## src/sv/aip_pkg.sv

```systemverilog
// Package for the ASCII integer parser: request types, parse phases, codes
// and the digit helpers used by the parse core.
// Depends on nothing.
package aip_pkg;

	// Width of the accumulator; the result field is always 64 bits.
	localparam int VALUE_WIDTH = 64;

	// Parse phases of one string.
	typedef enum logic [2:0] {
		PH_IDLE,
		PH_SIGNED,
		PH_AUTOZERO,
		PH_DIGITS,
		PH_STOPPED
	} phase_t;

	// Result status codes.
	localparam logic [1:0] ST_OK    = 2'd0;
	localparam logic [1:0] ST_EMPTY = 2'd1;
	localparam logic [1:0] ST_MINUS = 2'd2;

	// Register indexes on the configuration port.
	localparam logic REG_RADIX  = 1'b0;
	localparam logic REG_SIGNED = 1'b1;

	// Characters with a meaning of their own.
	localparam logic [7:0] CH_NUL   = 8'h00;
	localparam logic [7:0] CH_SPACE = 8'h20;
	localparam logic [7:0] CH_MINUS = 8'h2d;
	localparam logic [7:0] CH_ZERO  = 8'h30;
	localparam logic [7:0] CH_NINE  = 8'h39;
	localparam logic [7:0] CH_LA    = 8'h61;
	localparam logic [7:0] CH_LF    = 8'h66;
	localparam logic [7:0] CH_UA    = 8'h41;
	localparam logic [7:0] CH_UF    = 8'h46;
	localparam logic [7:0] CH_X     = 8'h78;

	// Radix codes.
	localparam logic [4:0] RADIX_AUTO = 5'd0;
	localparam logic [4:0] RADIX_2    = 5'd2;
	localparam logic [4:0] RADIX_8    = 5'd8;
	localparam logic [4:0] RADIX_10   = 5'd10;
	localparam logic [4:0] RADIX_16   = 5'd16;

	// Reset values of the registers.
	localparam logic [4:0] RADIX_RESET  = RADIX_10;
	localparam logic       SIGNED_RESET = 1'b1;

	typedef struct packed {
		logic [7:0] ch;
		logic       last;
	} char_t;

	typedef struct packed {
		logic [63:0] value;
		logic [1:0]  status;
	} res_t;

	typedef struct packed {
		logic [4:0] radix_mode;
		logic       signed_mode;
	} cfg_t;

	typedef struct packed {
		logic       ok;
		logic [3:0] val;
	} digit_t;

	// Digit value of a character in a radix; ok is low when it is no digit there.
	function automatic digit_t digit_of(input logic [7:0] c, input logic [4:0] radix);
		digit_t d;
		logic [7:0] raw;
		logic hit;
		hit = 1'b1;
		raw = '0;
		if (c inside {[CH_ZERO:CH_NINE]}) begin
			raw = c - CH_ZERO;
		end else if (c inside {[CH_LA:CH_LF]}) begin
			raw = c - CH_LA + 8'd10;
		end else if (c inside {[CH_UA:CH_UF]}) begin
			raw = c - CH_UA + 8'd10;
		end else begin
			hit = 1'b0;
		end
		d.ok = hit && (radix inside {RADIX_2, RADIX_8, RADIX_10, RADIX_16})
			&& (raw < {3'b000, radix});
		d.val = raw[3:0];
		return d;
	endfunction

	// Accumulator times the radix, as shifts and one add for base ten.
	function automatic logic [VALUE_WIDTH-1:0] scale(input logic [VALUE_WIDTH-1:0] acc,
			input logic [4:0] radix);
		logic [VALUE_WIDTH-1:0] r;
		case (radix)
			RADIX_2:  r = acc << 1;
			RADIX_8:  r = acc << 3;
			RADIX_10: r = (acc << 3) + (acc << 1);
			RADIX_16: r = acc << 4;
			default:  r = '0;
		endcase
		return r;
	endfunction

endpackage

```

## src/sv/ascii_integer_parser.sv

```systemverilog
// Top level of the ASCII integer parser: input stage, parse core, result
// register and configuration port. Depends on aip_pkg, aip_cfg and aip_core.
//
//   Channel  Signals                            Moves
//   char     char_valid, char_stall, char_data  one character and end mark
//   res      res_valid, res_stall, res_data     one parsed value and status
//   cfg      psel, penable, pwrite, paddr, ...  register writes and reads
//
// One character is taken in every cycle while char_stall is low; the parse core
// updates its state from the input stage character whenever the stage moves on.
// The result register takes the result when the character ending the string moves on.
// char_stall rises only when a string end waits in the stage while a result
// is still held by res_stall. Reset clears the stage, the parse state and
// the result valid, and loads the register reset values.
module ascii_integer_parser (
	input  logic           clk,
	input  logic           arst_n,
	input  logic           char_valid,
	output logic           char_stall,
	input  aip_pkg::char_t char_data,
	output logic           res_valid,
	input  logic           res_stall,
	output aip_pkg::res_t  res_data,
	input  logic           psel,
	input  logic           penable,
	input  logic           pwrite,
	input  logic [2:0]     paddr,
	input  logic [31:0]    pwdata,
	output logic [31:0]    prdata,
	output logic           pready
);
	import aip_pkg::*;

	char_t item_s1;
	logic  valid_s1;
	logic  adv;
	logic  fin;
	logic  char_take;
	res_t  core_res;
	res_t  res_q;
	logic  res_valid_q;
	cfg_t  cfg;

	aip_cfg u_cfg (
		.clk     (clk),
		.arst_n  (arst_n),
		.psel    (psel),
		.penable (penable),
		.pwrite  (pwrite),
		.paddr   (paddr),
		.pwdata  (pwdata),
		.prdata  (prdata),
		.pready  (pready),
		.cfg     (cfg)
	);

	aip_core u_core (
		.clk    (clk),
		.arst_n (arst_n),
		.item   (item_s1),
		.en     (adv),
		.cfg    (cfg),
		.res    (core_res),
		.fin    (fin)
	);

	// The stage moves on unless it ends a string and the result slot is held.
	assign adv        = valid_s1 && !(fin && res_valid_q && res_stall);
	assign char_stall = valid_s1 && !adv;
	assign char_take  = char_valid && !char_stall;

	// Input stage.
	always_ff @(posedge clk or negedge arst_n) begin
		if (!arst_n) begin
			valid_s1 <= 1'b0;
		end else if (char_take) begin
			valid_s1 <= 1'b1;
		end else if (adv) begin
			valid_s1 <= 1'b0;
		end
	end

	always_ff @(posedge clk) begin
		if (char_take) begin
			item_s1 <= char_data;
		end
	end

	// Result register.
	always_ff @(posedge clk or negedge arst_n) begin
		if (!arst_n) begin
			res_valid_q <= 1'b0;
		end else if (adv && fin) begin
			res_valid_q <= 1'b1;
		end else if (res_valid_q && !res_stall) begin
			res_valid_q <= 1'b0;
		end
	end

	always_ff @(posedge clk) begin
		if (adv && fin) begin
			res_q <= core_res;
		end
	end

	assign res_valid = res_valid_q;
	assign res_data  = res_q;

endmodule

```

## src/sv/aip_cfg.sv

```systemverilog
// Configuration registers of the ASCII integer parser on an APB-style port.
// Depends on aip_pkg.
module aip_cfg (
	input  logic         clk,
	input  logic         arst_n,
	input  logic         psel,
	input  logic         penable,
	input  logic         pwrite,
	input  logic [2:0]   paddr,
	input  logic [31:0]  pwdata,
	output logic [31:0]  prdata,
	output logic         pready,
	output aip_pkg::cfg_t cfg
);
	import aip_pkg::*;

	logic [4:0] radix_q;
	logic       signed_q;
	logic       wr_en;

	assign pready = 1'b1;
	assign wr_en  = psel && penable && pwrite;

	// Register writes in the access cycle.
	always_ff @(posedge clk or negedge arst_n) begin
		if (!arst_n) begin
			radix_q  <= RADIX_RESET;
			signed_q <= SIGNED_RESET;
		end else if (wr_en) begin
			if (paddr[2] == REG_RADIX) begin
				radix_q <= pwdata[4:0];
			end else begin
				signed_q <= pwdata[0];
			end
		end
	end

	// Read back of the selected register.
	always_comb begin
		if (paddr[2] == REG_RADIX) begin
			prdata = {27'd0, radix_q};
		end else begin
			prdata = {31'd0, signed_q};
		end
	end

	assign cfg.radix_mode  = radix_q;
	assign cfg.signed_mode = signed_q;

endmodule

```

## src/sv/aip_core.sv

```systemverilog
// Parse state and per-character update of the ASCII integer parser.
// Depends on aip_pkg.
module aip_core (
	input  logic           clk,
	input  logic           arst_n,
	input  aip_pkg::char_t item,
	input  logic           en,
	input  aip_pkg::cfg_t  cfg,
	output aip_pkg::res_t  res,
	output logic           fin
);
	import aip_pkg::*;

	phase_t                 phase_q, phase_n;
	logic [VALUE_WIDTH-1:0] acc_q, acc_n;
	logic                   neg_q, neg_n;
	logic [4:0]             radix_q, radix_n;
	logic [1:0]             err_q, err_n;
	logic                   first;
	logic                   do_digit;
	logic                   first_octal;
	logic [4:0]             first_radix;
	digit_t                 dig;

	assign fin = item.last || (item.ch == CH_NUL);

	// Radix chosen by the first character after spaces and sign.
	assign first_octal = (cfg.radix_mode == RADIX_AUTO) && (item.ch == CH_ZERO);
	assign first_radix = (cfg.radix_mode == RADIX_AUTO) ? RADIX_10 : cfg.radix_mode;

	// Next state for the character in the stage, and the result it would give.
	always_comb begin
		phase_n  = phase_q;
		acc_n    = acc_q;
		neg_n    = neg_q;
		radix_n  = radix_q;
		err_n    = err_q;
		first    = 1'b0;
		do_digit = 1'b0;
		if (item.ch != CH_NUL) begin
			case (phase_q)
				PH_IDLE: begin
					if (item.ch == CH_MINUS) begin
						if (cfg.signed_mode) begin
							neg_n   = 1'b1;
							phase_n = PH_SIGNED;
						end else begin
							err_n   = ST_MINUS;
							phase_n = PH_STOPPED;
						end
					end else if (item.ch != CH_SPACE) begin
						first = 1'b1;
					end
				end
				PH_SIGNED: first = 1'b1;
				PH_AUTOZERO: begin
					if (item.ch == CH_X) begin
						radix_n = RADIX_16;
						phase_n = PH_DIGITS;
					end else begin
						do_digit = 1'b1;
					end
				end
				PH_DIGITS: do_digit = 1'b1;
				default: ;
			endcase
		end
		if (first) begin
			if (first_octal) begin
				radix_n = RADIX_8;
				phase_n = PH_AUTOZERO;
			end else begin
				radix_n  = first_radix;
				do_digit = 1'b1;
			end
		end
		dig = digit_of(item.ch, radix_n);
		if (do_digit) begin
			if (dig.ok) begin
				acc_n   = scale(acc_q, radix_n) + VALUE_WIDTH'(dig.val);
				phase_n = PH_DIGITS;
			end else begin
				phase_n = PH_STOPPED;
			end
		end

		res.value  = '0;
		res.status = ST_OK;
		if (phase_n == PH_IDLE) begin
			res.status = ST_EMPTY;
		end else if (err_n != ST_OK) begin
			res.status = err_n;
		end else begin
			res.value = 64'(neg_n ? -acc_n : acc_n);
		end
	end

	// State register; the end of a string returns it to its reset values.
	always_ff @(posedge clk or negedge arst_n) begin
		if (!arst_n) begin
			phase_q <= PH_IDLE;
			acc_q   <= '0;
			neg_q   <= 1'b0;
			radix_q <= RADIX_AUTO;
			err_q   <= ST_OK;
		end else if (en) begin
			if (fin) begin
				phase_q <= PH_IDLE;
				acc_q   <= '0;
				neg_q   <= 1'b0;
				radix_q <= RADIX_AUTO;
				err_q   <= ST_OK;
			end else begin
				phase_q <= phase_n;
				acc_q   <= acc_n;
				neg_q   <= neg_n;
				radix_q <= radix_n;
				err_q   <= err_n;
			end
		end
	end

endmodule

```

## config.mk

```make
export PLATFORM = sky130hd
export DESIGN_NAME = ascii_integer_parser
export DESIGN_NICKNAME = d
export VERILOG_FILES = /design/src/sv/aip_pkg.sv /design/src/sv/ascii_integer_parser.sv /design/src/sv/aip_cfg.sv /design/src/sv/aip_core.sv
export SDC_FILE = /design/constraint.sdc
export NUM_CORES = 1
export LEC_CHECK = 0
export ABC_AREA = 1
export BUFFER_PORTS_ARGS = -buffer_cell sky130_fd_sc_hd__buf_2
export CAP_MARGIN = 20
export CORE_MARGIN = 8
export CORE_UTILIZATION = 45
export DETAILED_ROUTE_END_ITERATION = 7
export HOLD_SLACK_MARGIN = 0.05
export SLEW_MARGIN = 25
export SYNTH_ARGS = -nofsm -noshare
export SYNTH_HDL_FRONTEND = slang
export SYNTH_SLANG_ARGS = --single-unit
```

## constraint.sdc

```tcl
create_clock -name clk -period 4.6 [get_ports clk]
set_input_delay 0.46 -clock clk [delete_from_list [all_inputs] [get_ports clk]]
set_output_delay 0.46 -clock clk [all_outputs]
set_load 0.005 [all_outputs]
```

# --- Word level (Yosys, flattened, before mapping) ---
# Cells that the tools add are included.
classes:
  n_eq_ne: 11
  shift: 0
  multipliers: 0
  add_sub_neg: 8
  reduce_logical: 33
  div: 0
  mux: 55
  n_lt_le_gt_ge: 7
  bitwise_logic: 2
ops:
  columns: ["op", "n"]
  rows:
  - ["64-bit 2-to-1 mux", 6]
  - ["64-bit case mux with 4 select lines", 1]
  - ["64-bit by 4-bit adder with 64-bit output", 1]
  - ["64-bit adder", 1]
  - ["64-bit negator", 1]
  - ["5-bit 2-to-1 mux", 8]
  - ["3-bit 2-to-1 mux", 9]
  - ["8-bit 2-to-1 mux", 3]
  - ["1-bit 2-to-1 mux", 20]
  - ["8-bit by 4-bit adder with 8-bit output, second input constant", 2]
  - ["8-bit by 6-bit equality test with 1-bit output, second input constant", 2]
  - ["8-bit by 7-bit greater-or-equal comparator with 1-bit output, second input constant", 2]
  - ["8-bit by 7-bit <= comparator with 1-bit output, second input constant", 2]
  - ["8-bit by 7-bit subtractor with 8-bit output, second input constant", 2]
  - ["1-bit logical AND", 15]
  - ["5-bit by 4-bit equality test with 1-bit output, second input constant", 2]
  - ["2-bit 2-to-1 mux", 5]
  - ["8-bit by 7-bit equality test with 1-bit output, second input constant", 1]
  - ["8-bit by 6-bit greater-or-equal comparator with 1-bit output, second input constant", 1]
  - ["8-bit by 6-bit <= comparator with 1-bit output, second input constant", 1]
  - ["8-bit zero test", 1]
  - ["8-bit by 5-bit < comparator with 1-bit output", 1]
  - ["8-bit by 6-bit inequality test with 1-bit output, second input constant", 1]
  - ["8-bit nonzero test", 1]
  - ["other kinds (16)", 27]
totals:
  romBits: 0
  n_memories: 0
  out_inout_bits: 101
  register_bits: 158
  in_bits: 51
  mem_bits_rw: 0
  word_cells: 130
  latch_bits: 0

# --- Depth between registers and ports, before layout ---
depth:
  word_depth: 17
  mapped_depth: 40
  mapped_depth_nobuf: 37

# --- Hierarchy ---
# Synthesis repeated with hierarchy kept, for this count alone.
unflattened:
  cells_unflattened: 3535
  hier_area_um2: 20398.3
modules_own_cells:
  columns: ["mod", "seq_area_each_um2", "cells_each", "area_each_um2", "instances"]
  rows:
  - ["aip_core", 1876.8, 3373, 17491.8, 1]
  - ["ascii_integer_parser", 2302.2, 89, 2358.5, 1]
  - ["aip_cfg", 153.9, 73, 548.0, 1]

# --- Worst setup path before layout ---
# No wires, ideal clock.
synth_path:
  path_type: "flip-flop to flip-flop"
  start: "register item_s1[5] (netlist name)"
  end: "register res_q (netlist bit res_data[57]) (data pin)"
  synth_period_minus_slack_ns: 5.022
  t_arrival_ns: 4.768
  path_buffers: 4
  setup_time_ns: 0.255
  required_time_ns: 4.345
  path_stages_with_launch: 38
  setup_slack_ns: -0.422
  cell_sequence: "edfxtp_1 > inv_1 > ha_1 > nand2_1 > nor2_2 > nand2_4 > nand3_4 > buf_12 > nand2_2 > nand2_2 > nand3_4 > nor2_4 > buf_6 > buf_8 > buf_4 > a22oi_1 > o21ai_0 > ha_1 > [... 2 more ...] > a21oi_1 > inv_1 > nand2_1 > nor2_4 > nand2_1 > nand3_1 > nand2_1 > nand2_1 > nor2_1 > nand2_2 > nor2_4 > nand2_2 > o21ai_4 > nand3_4 > nor2_4 > nand3_1 > nand2_1 > nor2_1"
synth_via:
  elab_chain_len: 15
  word_cells_on_any_way: 73
  classes_between: "7 x add/sub; 7 x order compare; 8 x eq/ne; 40 x mux; 11 x reduce/logical"
synth_lines:
  columns: ["item", "line", "source"]
  rows:
  - ["start: declaration", "ascii_integer_parser.sv:34", "char_t item_s1;"]
  - ["start signal: assignment", "ascii_integer_parser.sv:85", "item_s1 <= char_data;"]
  - ["8-bit by 6-bit inequality test with 1-bit output", "aip_core.sv:51", "end else if (item.ch != CH_SPACE) begin"]
  - ["1-bit 2-to-1 mux", "aip_core.sv:51", null]
  - ["1-bit 2-to-1 mux", "aip_core.sv:43", "if (item.ch == CH_MINUS) begin"]
  - ["1-bit case mux with 2 select lines", "aip_core.sv:41", "case (phase_q)"]
  - ["1-bit 2-to-1 mux", "aip_core.sv:40", "if (item.ch != CH_NUL) begin"]
  - ["5-bit 2-to-1 mux", "aip_core.sv:68", "if (first) begin"]
  - ["5-bit equality test (tied with other cells)", "aip_pkg.sv:86, aip_pkg.sv:96", null]
  - ["64-bit case mux with 4 select lines", "aip_pkg.sv:96", "case (radix)"]
  - ["64-bit 2-to-1 mux", "aip_core.sv:79", "if (dig.ok) begin"]
  - ["64-bit 2-to-1 mux", "aip_core.sv:78", "if (do_digit) begin"]
  - ["64-bit by 4-bit adder with 64-bit output", "aip_core.sv:80", "acc_n = scale(acc_q, radix_n) + VALUE_WIDTH'(dig.val);"]
  - ["64-bit 2-to-1 mux", "aip_core.sv:79", null]
  - ["64-bit 2-to-1 mux", "aip_core.sv:78", null]
  - ["64-bit negator", "aip_core.sv:94", "res.value = 64'(neg_n ? -acc_n : acc_n);"]
  - ["64-bit 2-to-1 mux", "aip_core.sv:94", null]
  - ["end signal: assignment", "ascii_integer_parser.sv:102", "res_q <= core_res;"]
  - ["end: declaration", "ascii_integer_parser.sv:40", "res_t res_q;"]
# Parallel ways exist; a longest one is shown, timed or not. The select of a mux whose other input is x is not followed.
# A chain may end at the register's enable or synchronous reset.

# --- Worst setup path after layout ---
layout_path:
  start: "register item_s1[7] (netlist name)"
  end: "register res_q (netlist bit res_data[57]) (data pin)"
# Same word-level chain as after synthesis.

==> summary.txt <==
Placement
  – Routability-driven placement congestion ratio: 1.050
  – Post-DP HPWL: 74,370 µm
  – Placed Cells: 4,823
  – Port Buf Inserts: 94

Global routing
  – Met1 Usage GRT: 47.08%
  – GRT overflow: 0
  – Met2 Track Usage GR: 46.01%
  – Tot GR Track Use: 32.73%
  – Largest net degree at the start of global routing: 69
  – Initial antenna violation count: 0
  – First-pass GRT wire length: 134,300 µm
  – Vias in the first global route: 23,705
  – Met3 Use GR: 7.348%
  – GRT Max-Usage Layer: met1

Synth
  – Synth top area share: 24.49%
  – Post-Syn Instances: 3,673
  – Ranking of synthesized cells by area: nand2_1 24%, edfxtp_1 11%, dfrtp_1 9.6%, inv_1 9.0%, nor2_1 8.5%
  – Synthesized cell area: 0.02088 mm²
  – Synth async-reset ratio: 52.53%
  – Yosys reg bits: 158
  – Top cell type by total area after synthesis: nand2_1
  – Synth unique cells: 59
  – Yosys warning total: 0
  – Most frequent cells after synthesis: 1,362 x nand2_1, 499 x inv_1, 473 x nor2_1
  – Prevailing post-synth register cell: dfrtp_1
  – EDFF count, synth: 75
  – Most frequent cell after synthesis: nand2_1
  – Avg Cell Area, Syn: 5.684 µm²
  – Seq/Total Area, Yosys: 20.76%

Die
  – IO Count: 152
  – Std cell rows: 79
  – DIE WIDTH: 231.4 µm
  – Starting Density: 45.23%
  – Chip Height: 231.4 µm
  – Full die area: 0.05354 mm²
  – Core area: 0.04616 mm²

STA
  – FMAX: 207.7 MHz
  – Tcrit/Tclk final: 104.7%
  – Fin Hold WS: 0.04930 ns
  – Final Hold Vio Count: 0
  – Max-slew headroom: 44.40%
  – Setup Skew: 0.01931 ns
  – RSZ-0062 raised after global routing: true
  – Final slew viol count: 0
  – Minimum clock period: 4.815 ns
  – Final WS setup: -0.2147 ns
  – Slew @ Worst Pin: 0.8341 ns
  – Total negative setup slack: -4.216 ns
  – Setup violations, final: 37

Critical path
  – CP peak stage delay: 0.57 ns
  – Worst setup EP type: flip-flop
  – Worst-path cell with the longest stage delay: edfxtp_1
  – R2R depth: 31
  – Critical path data required time: 4.82 ns
  – CP max FO: 5
  – Crit path kind: reg2reg
  – Worst EP arrival: 5.04 ns
  – Worst setup SP type: flip-flop

Finish
  – Finished Core Util: 61.11%
  – Layout area overhead: 35.12%
  – Register Area: 0.004335 mm²
  – Multi-input logic area: 0.01522 mm²
  – Layout filler cell count: 4,580
  – # diodes: 0
  – Nets@finish: 4,432
  – Finished Layout Cells: 4,922
  – Layout cells sized above 1: 29.41%

Clock network
  – Clk Tree Root Cell: clkbuf_16
  – CTS max path bufs: 2
  – CTS tree: yes
  – CTS Sinks: 158
  – Clk_lat worst skew: 0.47 ns
  – Clk slew on worst S/H paths: 0.08 ns
  – Number of CTS-inserted buffers: 17
  – H-Tree Depth: 4
  – Cts hold-fix bufs: 0

Drt
  – 1st-iter DRT viols: 2,739
  – Routed Antenna Nets: 0
  – Wirelength per Cell: 18.57 µm
  – DRC: 0
  – Sum of routed wire length over all layers: 91,410 µm
  – DR vias: 25,922
  – Routed vias/inst: 5.267
  – 1st-pass router iterations: 8

Min path
  – Hold crit path type: in2async

Pwr
  – LEAKAGE: 14.48 nW
  – Max VDD drop: 0.0005972 V
  – P per Cell Area: 368.3 mW/mm²

Run
  – Maxcap violations: 0

Status
  – Status: finished, violations left
  – Failing checks: negative setup slack
==> cell type report <==
type                    instances  area share (%)
clock inverters                15          0.5811
inverters                     535           7.159
flip-flops and latches        158           15.37
multi-input cells            2903           53.95
well taps                     607           2.693
repair buffers                687           18.74
clock buffers                  17           1.508
==> registers in the layout, indices dropped and copies added (netlist names) <==
name and flops:
u_core.radix_q 5, u_cfg.signed_q 1, valid_s1 1, u_core.neg_q 1
item_s1 9, res_data 66, res_valid 1, u_core.phase_q 3
u_core.err_q 2, u_core.acc_q 64, u_cfg.radix_q 5
==> logic make-up (layout without fill, tap and decap cells) <==
| logic type | after synthesis | in the layout | synth area share (%) |
|---|---|---|---|
| flops | 158 | 158 | 20.76 |
| compound gates | 299 | 299 | 8.211 |
| simple gates | 2472 | 2473 | 51.55 |
| other cells | 2 | 28 | 0.03597 |
| buf+inv | 639 | 1254 | 13.64 |
| fa+ha+maj | 79 | 79 | 4.807 |
| xor+xnor | 24 | 24 | 1.007 |
==> where the power goes <==
part           internal (W)  switching, W  total (W)  leakage, nW
Combinational       0.00279       0.00417    0.00696         12.3
Sequential          0.00172      0.000234    0.00196         1.84
Clock              0.000729      0.000744    0.00147        0.290
Total               0.00524       0.00515     0.0104         14.5
==> metrics by stage <==
stage / worst slack (ns) / instance area (µm²) / total power (W)
after floorplan: -0.07249 / 21030 / 0.005406
after global placement: -0.3853 / 25550 / 0.007711
after detailed placement: -0.4312 / 25550 / 0.007717
after CTS: -0.01466 / 26970 / 0.009626
after global routing: -0.3276 / 28210 / 0.01099
final: -0.2147 / 28210 / 0.01039
==> final timing paths <==
| kind | startpoint | endpoint | slack, ns |
|---|---|---|---|
| worst min register to register | u_core.acc_q[63]$_DFFE_PN0P_ | u_core.acc_q[63]$_DFFE_PN0P_ | 0.49 |
| worst max register to register | item_s1[7]$_DFFE_PP_ | res_data[57]$_SDFFCE_PP0P_ | -0.21 |
| min in group clk | char_data[0] | item_s1[0]$_DFFE_PP_ | 0.17 |
| max in group asynchronous | arst_n | u_core.acc_q[14]$_DFFE_PN0P_ | 3.49 |
| worst max-delay path | item_s1[7]$_DFFE_PP_ | res_data[57]$_SDFFCE_PP0P_ | -0.21 |
| worst min-delay path | arst_n | u_core.acc_q[61]$_DFFE_PN0P_ | 0.05 |
==> critical path, delay by kind of cell (launching register included) <==
| kind | cells | cell delay [ns] |
|---|---|---|
| AOI/OAI and AO/OA | 7 | 1.08 |
| adders and majority gates | 1 | 0.26 |
| buffers and inverters | 5 | 0.74 |
| DFF | 1 | 0.57 |
| and+or+nand+nor | 18 | 1.90 |
==> placed cells by master (no fill, tap or decap), types with 6 or more instances in the layout <==
cell type,n
buf_12,15
o21ai_1,19
o21a_1,9
nand3b_1,16
ha_4,7
buf_2,94
and2_1,7
nor3_2,7
o21ai_0,60
nor2_4,59
a21oi_2,8
xor2_1,18
nand3_2,42
nand2_1,1257
nor3_1,43
inv_2,40
nor2_2,139
nor2_1,348
inv_1,489
o21ai_2,13
buf_6,14
buf_4,555
a21boi_0,6
nand2_2,150
conb_1,28
nand3_4,12
nand2_4,32
ha_2,6
ha_1,64
nand3_1,270
o21ai_4,8
o22ai_1,59
nand4_1,68
a21oi_1,98
clkbuf_16,20
dfrtp_1,78
edfxtp_1,75
==> repair_timing <==
| action | CTS | global route |
|---|---|---|
| buffers inserted | 29 | 33 |
| resized for setup | 147 | 274 |
| pin swaps | 62 | 141 |
| gates cloned | 2 | 4 |
| setup endpoints to repair | 47 | 49 |
| hold endpoints to repair | 0 | 0 |
==> metal layers <==
layer	vias up	part of all wire, %
met5	-	0
met4	0	4.4
met3	159	10
met2	1086	40
met1	11869	45
li1	12808	-
Note: power is estimated with default switching activity, not from simulation.
